--- src/hdl/pta_pkg.sv ---
// shared constants, codes and control structs for the proximity tag aggregator
// no dependencies; imported by every module of the block
`timescale 1ns / 1ps

package pta_pkg;

  localparam int SLOT_COUNT  = 32;
  localparam int LEVEL_COUNT = 4;

  localparam int SLOT_W    = $clog2(SLOT_COUNT);
  localparam int FILL_W    = $clog2(SLOT_COUNT + 1);
  localparam int LVL_W     = $clog2(LEVEL_COUNT);
  localparam int CNT_DEPTH = SLOT_COUNT * LEVEL_COUNT;
  localparam int CNT_AW    = $clog2(CNT_DEPTH);

  localparam int ID_W     = 16;
  localparam int LEVEL_W  = 8;
  localparam int FLAG_W   = 8;
  localparam int SEQ_W    = 32;
  localparam int COUNT_W  = 8;
  localparam int STATUS_W = 2;
  localparam int OUT_IDX_W = 5;

  localparam logic [COUNT_W-1:0] COUNT_MAX = 8'hFF;
  localparam logic [FLAG_W-1:0]  OVF_MASK_RESET = 8'h01;

  localparam logic [STATUS_W-1:0] ST_EXISTING = 2'd0;
  localparam logic [STATUS_W-1:0] ST_CLAIMED  = 2'd1;
  localparam logic [STATUS_W-1:0] ST_REJECTED = 2'd2;
  localparam logic [STATUS_W-1:0] ST_FULL     = 2'd3;

  typedef struct packed {
    logic            start;
    logic            claim;
    logic [ID_W-1:0] tag_id;
  } scan_ctl_t;

  typedef struct packed {
    logic              done;
    logic              hit;
    logic              full;
    logic [SLOT_W-1:0] slot;
  } scan_res_t;

  typedef struct packed {
    logic              rd;
    logic              wr;
    logic              claim;
    logic [SLOT_W-1:0] slot;
    logic [LVL_W-1:0]  level;
    logic [FLAG_W-1:0] flags;
    logic [SEQ_W-1:0]  seq;
  } upd_ctl_t;

  typedef struct packed {
    logic [COUNT_W-1:0] count;
    logic [FLAG_W-1:0]  flags;
    logic [SEQ_W-1:0]   seq;
  } upd_res_t;

  // slot number as reported on the result, low bits only
  function automatic logic [OUT_IDX_W-1:0] slot_out(logic [SLOT_W-1:0] s);
    logic [31:0] w;
    w = 32'(s);
    return w[OUT_IDX_W-1:0];
  endfunction

endpackage

--- src/hdl/pta_key_scan.sv ---
// key table with fill count and the shared key comparator, scanned one slot per cycle
// depends on pta_pkg
`timescale 1ns / 1ps

module pta_key_scan import pta_pkg::*; (
  input  logic      clk_i,
  input  logic      rst_ni,
  input  scan_ctl_t ctl_i,
  output scan_res_t res_o
);

  logic [ID_W-1:0]   key_mem [SLOT_COUNT];
  logic [ID_W-1:0]   key_rd_q;
  logic [SLOT_W-1:0] rd_idx_q;
  logic              rd_vld_q;
  logic              busy_q;
  logic [FILL_W-1:0] ptr_q;
  logic [FILL_W-1:0] fill_q;
  logic              hit;
  logic              miss;
  logic              issue;

  // slots are claimed in order and never freed, so slots below fill_q hold keys
  assign hit   = busy_q && rd_vld_q && (key_rd_q == ctl_i.tag_id);
  assign miss  = busy_q && !rd_vld_q && (ptr_q == fill_q);
  assign issue = busy_q && !hit && (ptr_q != fill_q);

  always_ff @(posedge clk_i or negedge rst_ni) begin
    if (!rst_ni) begin
      busy_q   <= 1'b0;
      rd_vld_q <= 1'b0;
      ptr_q    <= '0;
      fill_q   <= '0;
    end else begin
      if (ctl_i.start) begin
        busy_q   <= 1'b1;
        rd_vld_q <= 1'b0;
        ptr_q    <= '0;
      end else if (hit || miss) begin
        busy_q   <= 1'b0;
        rd_vld_q <= 1'b0;
      end else begin
        rd_vld_q <= issue;
        if (issue) begin
          ptr_q <= ptr_q + FILL_W'(1);
        end
      end
      if (ctl_i.claim) begin
        fill_q <= fill_q + FILL_W'(1);
      end
    end
  end

  always_ff @(posedge clk_i) begin
    if (issue) begin
      key_rd_q <= key_mem[ptr_q[SLOT_W-1:0]];
      rd_idx_q <= ptr_q[SLOT_W-1:0];
    end
    if (ctl_i.claim) begin
      key_mem[fill_q[SLOT_W-1:0]] <= ctl_i.tag_id;
    end
  end

  assign res_o.done = hit || miss;
  assign res_o.hit  = hit;
  assign res_o.full = (fill_q == FILL_W'(SLOT_COUNT));
  assign res_o.slot = hit ? rd_idx_q : fill_q[SLOT_W-1:0];

endmodule

--- src/hdl/pta_slot_update.sv ---
// per-slot counters, flags and sequence store with the read-modify-write update unit
// depends on pta_pkg
`timescale 1ns / 1ps

module pta_slot_update import pta_pkg::*; (
  input  logic              clk_i,
  input  logic              rst_ni,
  input  upd_ctl_t          ctl_i,
  input  logic [FLAG_W-1:0] ovf_mask_i,
  output upd_res_t          res_o
);

  logic [COUNT_W-1:0] cnt_mem [CNT_DEPTH];
  logic [SEQ_W-1:0]   seq_mem [SLOT_COUNT];
  logic [FLAG_W-1:0]  flg_mem [SLOT_COUNT];
  logic [CNT_DEPTH-1:0] cnt_vld_q;

  logic [COUNT_W-1:0] cnt_rd_q;
  logic               cnt_ok_q;
  logic [SEQ_W-1:0]   seq_rd_q;
  logic [FLAG_W-1:0]  flg_rd_q;

  logic [CNT_AW-1:0]  addr;
  logic [COUNT_W-1:0] cnt_base;
  logic [SEQ_W-1:0]   seq_base;
  logic [FLAG_W-1:0]  flg_base;
  logic               sat;
  logic [COUNT_W-1:0] cnt_new;
  logic [FLAG_W-1:0]  flg_new;
  logic [SEQ_W-1:0]   seq_new;

  assign addr = CNT_AW'(ctl_i.slot) * CNT_AW'(LEVEL_COUNT) + CNT_AW'(ctl_i.level);

  // counters never written since reset read as zero
  always_ff @(posedge clk_i or negedge rst_ni) begin
    if (!rst_ni) begin
      cnt_vld_q <= '0;
    end else if (ctl_i.wr) begin
      cnt_vld_q[addr] <= 1'b1;
    end
  end

  always_ff @(posedge clk_i) begin
    if (ctl_i.rd) begin
      cnt_rd_q <= cnt_mem[addr];
      cnt_ok_q <= cnt_vld_q[addr];
      seq_rd_q <= seq_mem[ctl_i.slot];
      flg_rd_q <= flg_mem[ctl_i.slot];
    end
    if (ctl_i.wr) begin
      cnt_mem[addr]       <= cnt_new;
      seq_mem[ctl_i.slot] <= seq_new;
      flg_mem[ctl_i.slot] <= flg_new;
    end
  end

  // a freshly claimed slot starts from an empty record
  assign cnt_base = cnt_ok_q ? cnt_rd_q : '0;
  assign seq_base = ctl_i.claim ? '0 : seq_rd_q;
  assign flg_base = ctl_i.claim ? '0 : flg_rd_q;

  assign sat     = (cnt_base == COUNT_MAX);
  assign cnt_new = sat ? cnt_base : cnt_base + COUNT_W'(1);
  assign flg_new = flg_base | (sat ? ovf_mask_i : '0) | ctl_i.flags;
  assign seq_new = (ctl_i.seq > seq_base) ? ctl_i.seq : seq_base;

  assign res_o.count = cnt_new;
  assign res_o.flags = flg_new;
  assign res_o.seq   = seq_new;

endmodule

--- src/hdl/proximity_tag_aggregator.sv ---
// a rejected sighting shows its result in the cycle after acceptance; otherwise the
// key scan compares one slot per cycle up to the tag's slot or through all slots in
// use, then a found or newly claimed slot passes the fetch and calc states before the
// result beat, while a full table goes straight to it. one sighting at a time:
// ready returns the cycle after the result beat is taken. reset empties the whole table
// at once (fill count and counter valid bits) and sets overflow_flag_mask to 1.
`timescale 1ns / 1ps

module proximity_tag_aggregator import pta_pkg::*; (
  input  logic                 clk_i,
  input  logic                 rst_ni,
  input  logic                 in_valid_i,
  output logic                 in_ready_o,
  input  logic [ID_W-1:0]      tag_id_i,
  input  logic [LEVEL_W-1:0]   strength_level_i,
  input  logic [FLAG_W-1:0]    sighting_flags_i,
  input  logic [SEQ_W-1:0]     sequence_number_i,
  output logic                 out_valid_o,
  input  logic                 out_ready_i,
  output logic [STATUS_W-1:0]  status_o,
  output logic [OUT_IDX_W-1:0] slot_index_o,
  output logic [COUNT_W-1:0]   level_count_o,
  output logic [FLAG_W-1:0]    slot_flag_bits_o,
  output logic [SEQ_W-1:0]     slot_sequence_o,
  input  logic                 cfg_valid_i,
  output logic                 cfg_ready_o,
  input  logic [FLAG_W-1:0]    cfg_wdata_i
);

  typedef enum logic [4:0] {
    S_IDLE  = 5'b00001,
    S_SCAN  = 5'b00010,
    S_FETCH = 5'b00100,
    S_CALC  = 5'b01000,
    S_OUT   = 5'b10000
  } state_e;

  state_e state_q, state_d;

  logic [FLAG_W-1:0]  ovf_mask_q;
  logic [ID_W-1:0]    id_q;
  logic [LVL_W-1:0]   level_q;
  logic [FLAG_W-1:0]  flags_q;
  logic [SEQ_W-1:0]   seq_q;
  logic [SLOT_W-1:0]  slot_q;
  logic               new_q;

  logic [STATUS_W-1:0]  status_q;
  logic [OUT_IDX_W-1:0] idx_q;
  logic [COUNT_W-1:0]   count_q;
  logic [FLAG_W-1:0]    oflags_q;
  logic [SEQ_W-1:0]     oseq_q;

  logic      in_fire;
  logic      bad_in;
  scan_ctl_t scan_ctl;
  scan_res_t scan_res;
  upd_ctl_t  upd_ctl;
  upd_res_t  upd_res;

  assign in_ready_o  = (state_q == S_IDLE);
  assign out_valid_o = (state_q == S_OUT);
  assign cfg_ready_o = 1'b1;
  assign in_fire     = in_valid_i && in_ready_o;
  assign bad_in      = (tag_id_i == '0) || (strength_level_i >= LEVEL_W'(LEVEL_COUNT));

  assign scan_ctl.start  = in_fire && !bad_in;
  assign scan_ctl.claim  = (state_q == S_FETCH) && new_q;
  assign scan_ctl.tag_id = id_q;

  assign upd_ctl.rd    = (state_q == S_FETCH);
  assign upd_ctl.wr    = (state_q == S_CALC);
  assign upd_ctl.claim = new_q;
  assign upd_ctl.slot  = slot_q;
  assign upd_ctl.level = level_q;
  assign upd_ctl.flags = flags_q;
  assign upd_ctl.seq   = seq_q;

  pta_key_scan u_scan (
    .clk_i  (clk_i),
    .rst_ni (rst_ni),
    .ctl_i  (scan_ctl),
    .res_o  (scan_res)
  );

  pta_slot_update u_update (
    .clk_i      (clk_i),
    .rst_ni     (rst_ni),
    .ctl_i      (upd_ctl),
    .ovf_mask_i (ovf_mask_q),
    .res_o      (upd_res)
  );

  always_comb begin
    state_d = state_q;
    unique case (state_q)
      S_IDLE: begin
        if (in_fire) begin
          state_d = bad_in ? S_OUT : S_SCAN;
        end
      end
      S_SCAN: begin
        if (scan_res.done) begin
          state_d = (!scan_res.hit && scan_res.full) ? S_OUT : S_FETCH;
        end
      end
      S_FETCH: state_d = S_CALC;
      S_CALC:  state_d = S_OUT;
      S_OUT: begin
        if (out_ready_i) begin
          state_d = S_IDLE;
        end
      end
      default: state_d = S_IDLE;
    endcase
  end

  always_ff @(posedge clk_i or negedge rst_ni) begin
    if (!rst_ni) begin
      state_q    <= S_IDLE;
      ovf_mask_q <= OVF_MASK_RESET;
    end else begin
      state_q <= state_d;
      if (cfg_valid_i && cfg_ready_o) begin
        ovf_mask_q <= cfg_wdata_i;
      end
    end
  end

  // captured beat, chosen slot and result registers
  always_ff @(posedge clk_i) begin
    if (in_fire) begin
      id_q    <= tag_id_i;
      level_q <= strength_level_i[LVL_W-1:0];
      flags_q <= sighting_flags_i;
      seq_q   <= sequence_number_i;
      if (bad_in) begin
        status_q <= ST_REJECTED;
        idx_q    <= '0;
        count_q  <= '0;
        oflags_q <= '0;
        oseq_q   <= '0;
      end
    end
    if ((state_q == S_SCAN) && scan_res.done) begin
      slot_q <= scan_res.slot;
      new_q  <= !scan_res.hit;
      if (scan_res.hit) begin
        status_q <= ST_EXISTING;
      end else if (scan_res.full) begin
        status_q <= ST_FULL;
        idx_q    <= '0;
        count_q  <= '0;
        oflags_q <= '0;
        oseq_q   <= '0;
      end else begin
        status_q <= ST_CLAIMED;
      end
    end
    if (state_q == S_CALC) begin
      idx_q    <= slot_out(slot_q);
      count_q  <= upd_res.count;
      oflags_q <= upd_res.flags;
      oseq_q   <= upd_res.seq;
    end
  end

  assign status_o         = status_q;
  assign slot_index_o     = idx_q;
  assign level_count_o    = count_q;
  assign slot_flag_bits_o = oflags_q;
  assign slot_sequence_o  = oseq_q;

  a_no_accept_while_result: assert property (@(posedge clk_i) disable iff (!rst_ni)
    out_valid_o |-> !in_ready_o)
    else $error("input accepted while a result is pending");

  a_drop_fields_zero: assert property (@(posedge clk_i) disable iff (!rst_ni)
    (out_valid_o && (status_o == ST_REJECTED || status_o == ST_FULL)) |->
    (slot_index_o == '0 && level_count_o == '0 && slot_flag_bits_o == '0
     && slot_sequence_o == '0))
    else $error("dropped sighting carries nonzero result fields");

  a_scan_done_in_scan: assert property (@(posedge clk_i) disable iff (!rst_ni)
    scan_res.done |-> (state_q == S_SCAN))
    else $error("key scan finished outside the scan phase");

  a_calc_to_out: assert property (@(posedge clk_i) disable iff (!rst_ni)
    (state_q == S_CALC) |=> (state_q == S_OUT))
    else $error("update did not lead to a result beat");

  a_updated_count_nonzero: assert property (@(posedge clk_i) disable iff (!rst_ni)
    (out_valid_o && (status_o == ST_EXISTING || status_o == ST_CLAIMED)) |->
    (level_count_o != '0))
    else $error("updated slot reports a zero counter");

endmodule
--- config.mk ---
export PLATFORM = sky130hd
export DESIGN_NAME = proximity_tag_aggregator
export DESIGN_NICKNAME = d
export VERILOG_FILES = /design/src/hdl/pta_pkg.sv /design/src/hdl/pta_key_scan.sv /design/src/hdl/pta_slot_update.sv /design/src/hdl/proximity_tag_aggregator.sv
export SDC_FILE = /design/constraint.sdc
export NUM_CORES = 2
export LEC_CHECK = 0
export BUFFER_PORTS_ARGS = -buffer_cell sky130_fd_sc_hd__buf_2
export CORE_MARGIN = 2
export CORE_UTILIZATION = 54
export DETAILED_ROUTE_END_ITERATION = 7
export PLACE_DENSITY_LB_ADDON = 0.08
export SLEW_MARGIN = 20
export SYNTH_ARGS = -nofsm -noshare
export SYNTH_HDL_FRONTEND = slang
export SYNTH_SLANG_ARGS = --single-unit
--- constraint.sdc ---
create_clock -name clk_i -period 11.6 [get_ports clk_i]
set_clock_uncertainty 0.15 [all_clocks]
set_input_delay 1.74 -clock clk_i [delete_from_list [all_inputs] [get_ports clk_i]]
set_output_delay 1.74 -clock clk_i [all_outputs]
set_load 0.02 [all_outputs]
# Yosys cells after proc, flatten, opt, wreduce, memory -nomap -nowiden

Memory sizes are Yosys's and may differ from the RTL's. A register that Yosys moved wholly into a read port is not among the register bits.
Index checks and enable logic that the tools add are counted.

$add $sub $neg: 4
Magnitude comparators: 4
Equal/unequal tests: 14
Mux-type cells: 57
Bitwise gates (word level): 3
Reductions and logical operators: 25

Operators by type and width:

| cell                | count |
|---|---|
| $mux 32             | 8 |
| $mux 8              | 16 |
| $or 128x128->128    | 1 |
| $mux 5              | 12 |
| $gt 32x32->1        | 1 |
| $pmux 5 s5          | 1 |
| $mux 6              | 3 |
| $eq 16x16->1        | 1 |
| $logic_not 16->1    | 1 |
| $or 8x8->8          | 2 |
| $add 6x1->6 const B | 2 |
| $logic_and 1x1->1   | 12 |
| $mux 1              | 10 |
| $mux 2              | 5 |
| $add 8x1->8 const B | 1 |
| $eq 8x8->1 const B  | 1 |
| $ge 8x3->1 const B  | 1 |
| $lt 7x8->1 const B  | 1 |
| $reduce_bool 2->1   | 4 |
| $add 7x2->7         | 1 |
| $bmux 1 s7          | 1 |
| $demux 1 s7         | 1 |
| $ge 7x1->1 const B  | 1 |
| $eq 6x6->1          | 1 |
| other kinds (13)    | 19 |

Register bits after elaboration: 280
Memory bits (writable): 2816
Logic and storage cells: 131
Memories: 4

Memories:

| name             | words | bits a word | rd ports | clocked after Yosys merged registers in | wr ports | line                  | source |
|---|---|---|---|---|---|---|---|
| u_update.cnt_mem | 128   | 8           | 1        | 1                                       | 1        | pta_slot_update.sv:13 | `logic [COUNT_W-1:0] cnt_mem [CNT_DEPTH];` |
| u_update.seq_mem | 32    | 32          | 1        | 1                                       | 1        | pta_slot_update.sv:14 | `logic [SEQ_W-1:0] seq_mem [SLOT_COUNT];` |
| u_scan.key_mem   | 32    | 16          | 1        | 1                                       | 1        | pta_key_scan.sv:12    | `logic [ID_W-1:0] key_mem [SLOT_COUNT];` |
| u_update.flg_mem | 32    | 8           | 1        | 1                                       | 1        | pta_slot_update.sv:15 | `logic [FLAG_W-1:0] flg_mem [SLOT_COUNT];` |

# Logic depth before layout (Yosys ltp)

Depth in word-level cells: 8
Gate-level depth with buffers: 13
Depth with buffers taken out: 10

# Hierarchy

From an unflattened synthesis, not the netlist that was laid out.

Cell total of the unflattened synthesis: 6099
Area total of the unflattened synthesis: 122570.1 um^2

Modules (own cells, without submodules):

| module                   | instances | cells each | area each (um^2) | sequential area each (um^2) |
|---|---|---|---|---|
| pta_slot_update          | 1         | 4915       | 96756.5          | 73860.8 |
| pta_key_scan             | 1         | 917        | 21297.9          | 16355.7 |
| proximity_tag_aggregator | 1         | 267        | 4515.6           | 3370.7 |

# Worst setup path before layout

No wires, ideal clock.

Kind: reg2reg
Start point: register u_update.cnt_ok_q
End point: memory u_update.cnt_mem[0][4] (data pin)
Arrival time: 6.189 ns
Required time: 10.243 ns
Slack: 4.054 ns
Stages on the path, launching flop included: 7
Buffers on the path: 1
Cells stage by stage: edfxtp_1 -> clkbuf_1 -> and2_1 -> ha_1 -> nand3_1 -> xor2_1 -> o21ai_0

Longest elaborated chain between the ends: 3
Elaborated cells on any way between the ends: 4
Those cells by class: add/sub (1); eq/ne (1); mux (2)

RTL lines:

| item                                             | line                                         | source |
|---|---|---|
| start: declaration                               | pta_slot_update.sv:19                        | `logic cnt_ok_q;` |
| start signal: assignment                         | pta_slot_update.sv:46                        | `cnt_ok_q <= cnt_vld_q[addr];` |
| $mux 8 (*)                                       | pta_slot_update.sv:58                        | `assign cnt_base = cnt_ok_q ? cnt_rd_q : '0;` |
| $add 8x1->8 / $eq 8x8->1 (equally long branches) | pta_slot_update.sv:63, pta_slot_update.sv:62 |  |
| $mux 8 (*)                                       | pta_slot_update.sv:63                        | `assign cnt_new = sat ? cnt_base : cnt_base + COUNT_W'(1);` |
| via u_update.cnt_new[4]                          | pta_slot_update.sv:28                        | `logic [COUNT_W-1:0] cnt_new;` |
| end: declaration                                 | pta_slot_update.sv:13                        |  |

The timed path passes the listed nets; every way through them passes the cells marked *.

# Final worst setup path

Start point: register slot_q[4]
End point: memory u_update.seq_mem[26][29], enable pin

RTL lines:

| item                     | line                            | source |
|---|---|---|
| start: declaration       | proximity_tag_aggregator.sv:45  | `logic [SLOT_W-1:0] slot_q;` |
| start signal: assignment | proximity_tag_aggregator.sv:146 | `slot_q <= scan_res.slot;` |
| end: declaration         | pta_slot_update.sv:14           |  |

No word-level cell before the write port.

==> impl_metrics.csv <==
group,metric,value,unit
routing,via_per_inst,6.62,
timing,tightest_slew,1.20,ns
pwr,power.switching,5330,uW
layout,regArea,93600,um2
clock_network,clock_latency,0.94,ns
timing,fin_setup_tns,0,ns
floorplan,design.die.area,227000,um2
yosys,synth_area_per_cell,19.8,um2
grt,overflow,0,
setup_path,worstSetupStartpoint,"slot_q[4]",
setup_path,rrSetupSlack,5.99,ns
timing,holdWs,0.317,ns
setup_path,path_class,"flop to flop",
layout,final_nets,6516,
clock_network,cts_tree,"done",
timing,fmax,178,MHz
clock_network,clk_pin_slew_worst_paths,0.06,ns
yosys,ys_ff_latch,3160,
grt,grt_pass1_wl,473,mm
setup_path,cpMostUsedCell,"buf_4",
setup_path,arrival,6.02,ns
yosys,yosysUniqueCellTypes,77,
timing,period_share,48.4,%
yosys,syn_inst,6067,
grt,track_usage,29.3,%
yosys,ys.flop_type,"edfxtp_1",
layout,finish.instance_area,136000,um2
placed_design,port-buffer-count,133,
yosys,async_flop_share,4.91,%
timing,slew_violations,0,
worst_hold_path,hold_end,"u_update.cnt_vld_q[35]",
timing,rsz0062_at_grt,"false",
clock_network,numCtsBuffers,331,
routing,vias,63800,
floorplan,rows,173,
layout,multi_input_area,25600,um2
layout,drive_gt1_share,24.6,%
floorplan,die_h,476,um
setup_path,cp_top_family,"simple AND/OR/NAND/NOR gates",
clock_network,cts_root_buf,"clkbuf_16",
worst_hold_path,hp-class,"flop to flop",
run,max_cap_viol_count,0,
yosys,synth_edf_count,2952,
clock_network,holdBufCountCts,0,
setup_path,r2r_end,"u_update.seq_mem[26][29]",
setup_path,crit_path_max_incr_delay,1.14,ns
pwr,vdd_drop_max,0.168,mV
outcome,status,"completed",
pwr,power.share.switching,21.8,%
floorplan,core_area,222000,um2
routing,drc,0,
yosys,yosysSeqAreaShare,77.8,%
setup_path,slowest_stage,"edfxtp_1",
clock_network,htree_levels,5,
worst_hold_path,hp-start,"u_update.cnt_vld_q[35]",
timing,slew_headroom,19.9,%
pwr,seqPwrFrac,52.3,%
clock_network,cts.sinks,3160,
routing,wl,335,mm
grt,grt_max_degree,125,
setup_path,r2r-start,"slot_q[4]",
timing,timing.final.crit_period,5.61,ns
yosys,yosys_warnings,0,
floorplan,die_x,476,um
grt,grt_pass1_vias,63000,
clock_network,cts_max_path_buffers,4,
pwr,power_frac_clock,42.0,%
routing,initialDrtViolationCount,7984,
placed_design,placed_cell_area,125000,um2
setup_path,crit_path_end_kind,"flop",
layout,syn2layout_area_growth,12.9,%
routing,drtPass1Iterations,7,
pwr,combinationalPowerShare,5.7,%
setup_path,cp_max_fo,22,
grt,antenna_found_initial,7,
setup_path,worstPathCellList,"nand2_1, buf_4, nor2_4, nand2_1, nor2_4, buf_4, buf_4",
pwr,power.density,179,nW/um2
worst_hold_path,holdPathStages,1,
floorplan,io_pins,135,
clock_network,post_cts_resized,0,
timing,finalHoldViolations,0,
pwr,power_leakage,0.0438,uW
layout,nFillCells,15700,
yosys,synth_area,120000,um2
setup_path,crit_buf_inv,3,
routing,routedWlPerCell,34.8,um
routing,ant_nets,0,
setup_path,cp.required,12.01,ns
setup_path,rr_worst_depth,7,
yosys,synth_fp_nets,6182,
placed_design,place_hpwl,185,mm
pwr,p_int,19100,uW
floorplan,start_util,54.2,%
timing,finalSetupViolCount,0,
placed_design,gp_congestion,0.878,
setup_path,worstSetupStartpointType,"flop",
clock_network,post_cts_buffers,0,
-- kinds of logic after synthesis --
kind of cell / synth area share (%)
xor+xnor: 0.262
buf+inv: 1.56
fa+ha+maj: 0.395
flops: 77.8
simple gates: 3.21
other cells: 0.00312
compound gates: 5.65
mux: 11.2
-- layout by cell type, fill, tap and decap left out, types with 18 or more instances in the layout --
cell type,synthesis,final
mux2i_2,0,31
nand4_1,72,72
clkbuf_8,0,26
nor2_2,2,23
buf_4,30,206
ha_1,38,38
o211ai_1,29,29
clkinv_1,2,52
mux2i_1,159,128
a22oi_1,289,289
mux2_2,51,51
clkbuf_1,138,90
a21oi_1,142,139
or2_2,135,135
clkinv_2,0,46
xnor2_1,24,24
edfxtp_1,2952,2952
bufinv_16,0,23
nor2_4,0,39
a31oi_1,20,20
dfrtp_1,153,149
nand3_1,47,47
a221oi_1,104,104
nor2_1,292,232
clkbuf_16,0,338
o21ai_0,63,62
buf_2,140,132
mux4_2,499,499
o221ai_1,21,21
dfxtp_1,53,53
a22o_1,137,137
nand2_1,176,164
inv_1,47,44
a211oi_1,18,18
-- metal layers --
layer / GRT usage, % / part of all wire (%) / vias up
met1: 42.7 / 41 / 34000
met5: 0 / 0.010 / -
met3: 5.34 / 9.0 / 631
li1: - / - / 25700
met4: 9.91 / 3.6 / 4
met2: 45.2 / 47 / 3470
-- sequential cells by signal, summed over array words and instances (netlist names), 8 cells and up --
signal              flops
u_update.cnt_mem     1024
u_update.seq_mem     1024
u_scan.key_mem        512
u_update.flg_mem      256
u_update.cnt_vld_q    128
seq_q                  32
slot_sequence_o        32
u_update.seq_rd_q      32
id_q                   16
u_scan.key_rd_q        16
flags_q                 8
level_count_o           8
ovf_mask_q              8
slot_flag_bits_o        8
u_update.cnt_rd_q       8
u_update.flg_rd_q       8
-- metrics by stage --
stage / setup slack (ns) / std cells / power, uW / utilization (%)
floorplan: 4.05 / 6067 / 13700 / -
global placement: 6.27 / 9040 / 14300 / 56.5
detailed placement: 6.11 / 9041 / 14400 / 56.5
CTS: 6.16 / 9626 / 24500 / 61.2
global route: 6.07 / 9630 / 25000 / 61.2
finish: 5.99 / 9633 / 24400 / 61.3
-- Yosys cell counts, types with 135 or more instances --
| cell | number | area share (%) |
|---|---|---|
| or2_2 | 135 | 0.70 |
| nand2_1 | 176 | 0.55 |
| buf_2 | 140 | 0.58 |
| a21oi_1 | 142 | 0.59 |
| a22oi_1 | 289 | 1.8 |
| mux2i_1 | 159 | 1.3 |
| mux4_2 | 499 | 9.3 |
| a22o_1 | 137 | 1.0 |
| dfrtp_1 | 153 | 3.2 |
| edfxtp_1 | 2952 | 74 |
| clkbuf_1 | 138 | 0.43 |
| nor2_1 | 292 | 0.91 |
-- area by class of cell --
type | instances | share of cell area [%]
clock buffers | 453 | 6.73
inverters | 50 | 0.145
clock inverters | 132 | 0.895
repair buffers | 350 | 1.80
multi-input cells | 2508 | 18.8
flip-flops and latches | 3160 | 68.9
diodes | 5 | 0.00921
well taps | 2975 | 2.74
-- power by group through the flow --
stage / combinational [uW] / sequential (uW) / clock (uW)
after detailed placement: 1350 / 13000 / 0
after global routing: 1460 / 12800 / 10800
final: 1390 / 12800 / 10200
after CTS: 1350 / 12800 / 10400
after global placement: 1320 / 13000 / 0
after floorplan: 676 / 13000 / 0
-- worst max path at each step --
stage	endpoint	slack [ns]	depth (start not counted)
4_1_cts	u_update.seq_mem[26][20]	6.16	7
5_1_grt	u_update.seq_mem[26][29]	6.07	7
3_5_place_dp	u_update.seq_mem[26][23]	6.11	7
3_3_place_gp	u_update.seq_mem[26][29]	6.27	7
6_report	u_update.seq_mem[26][29]	5.99	7
2_1_floorplan	u_update.cnt_mem[0][4]	4.05	6
No activity file was read; power rests on OpenSTA's default activity.
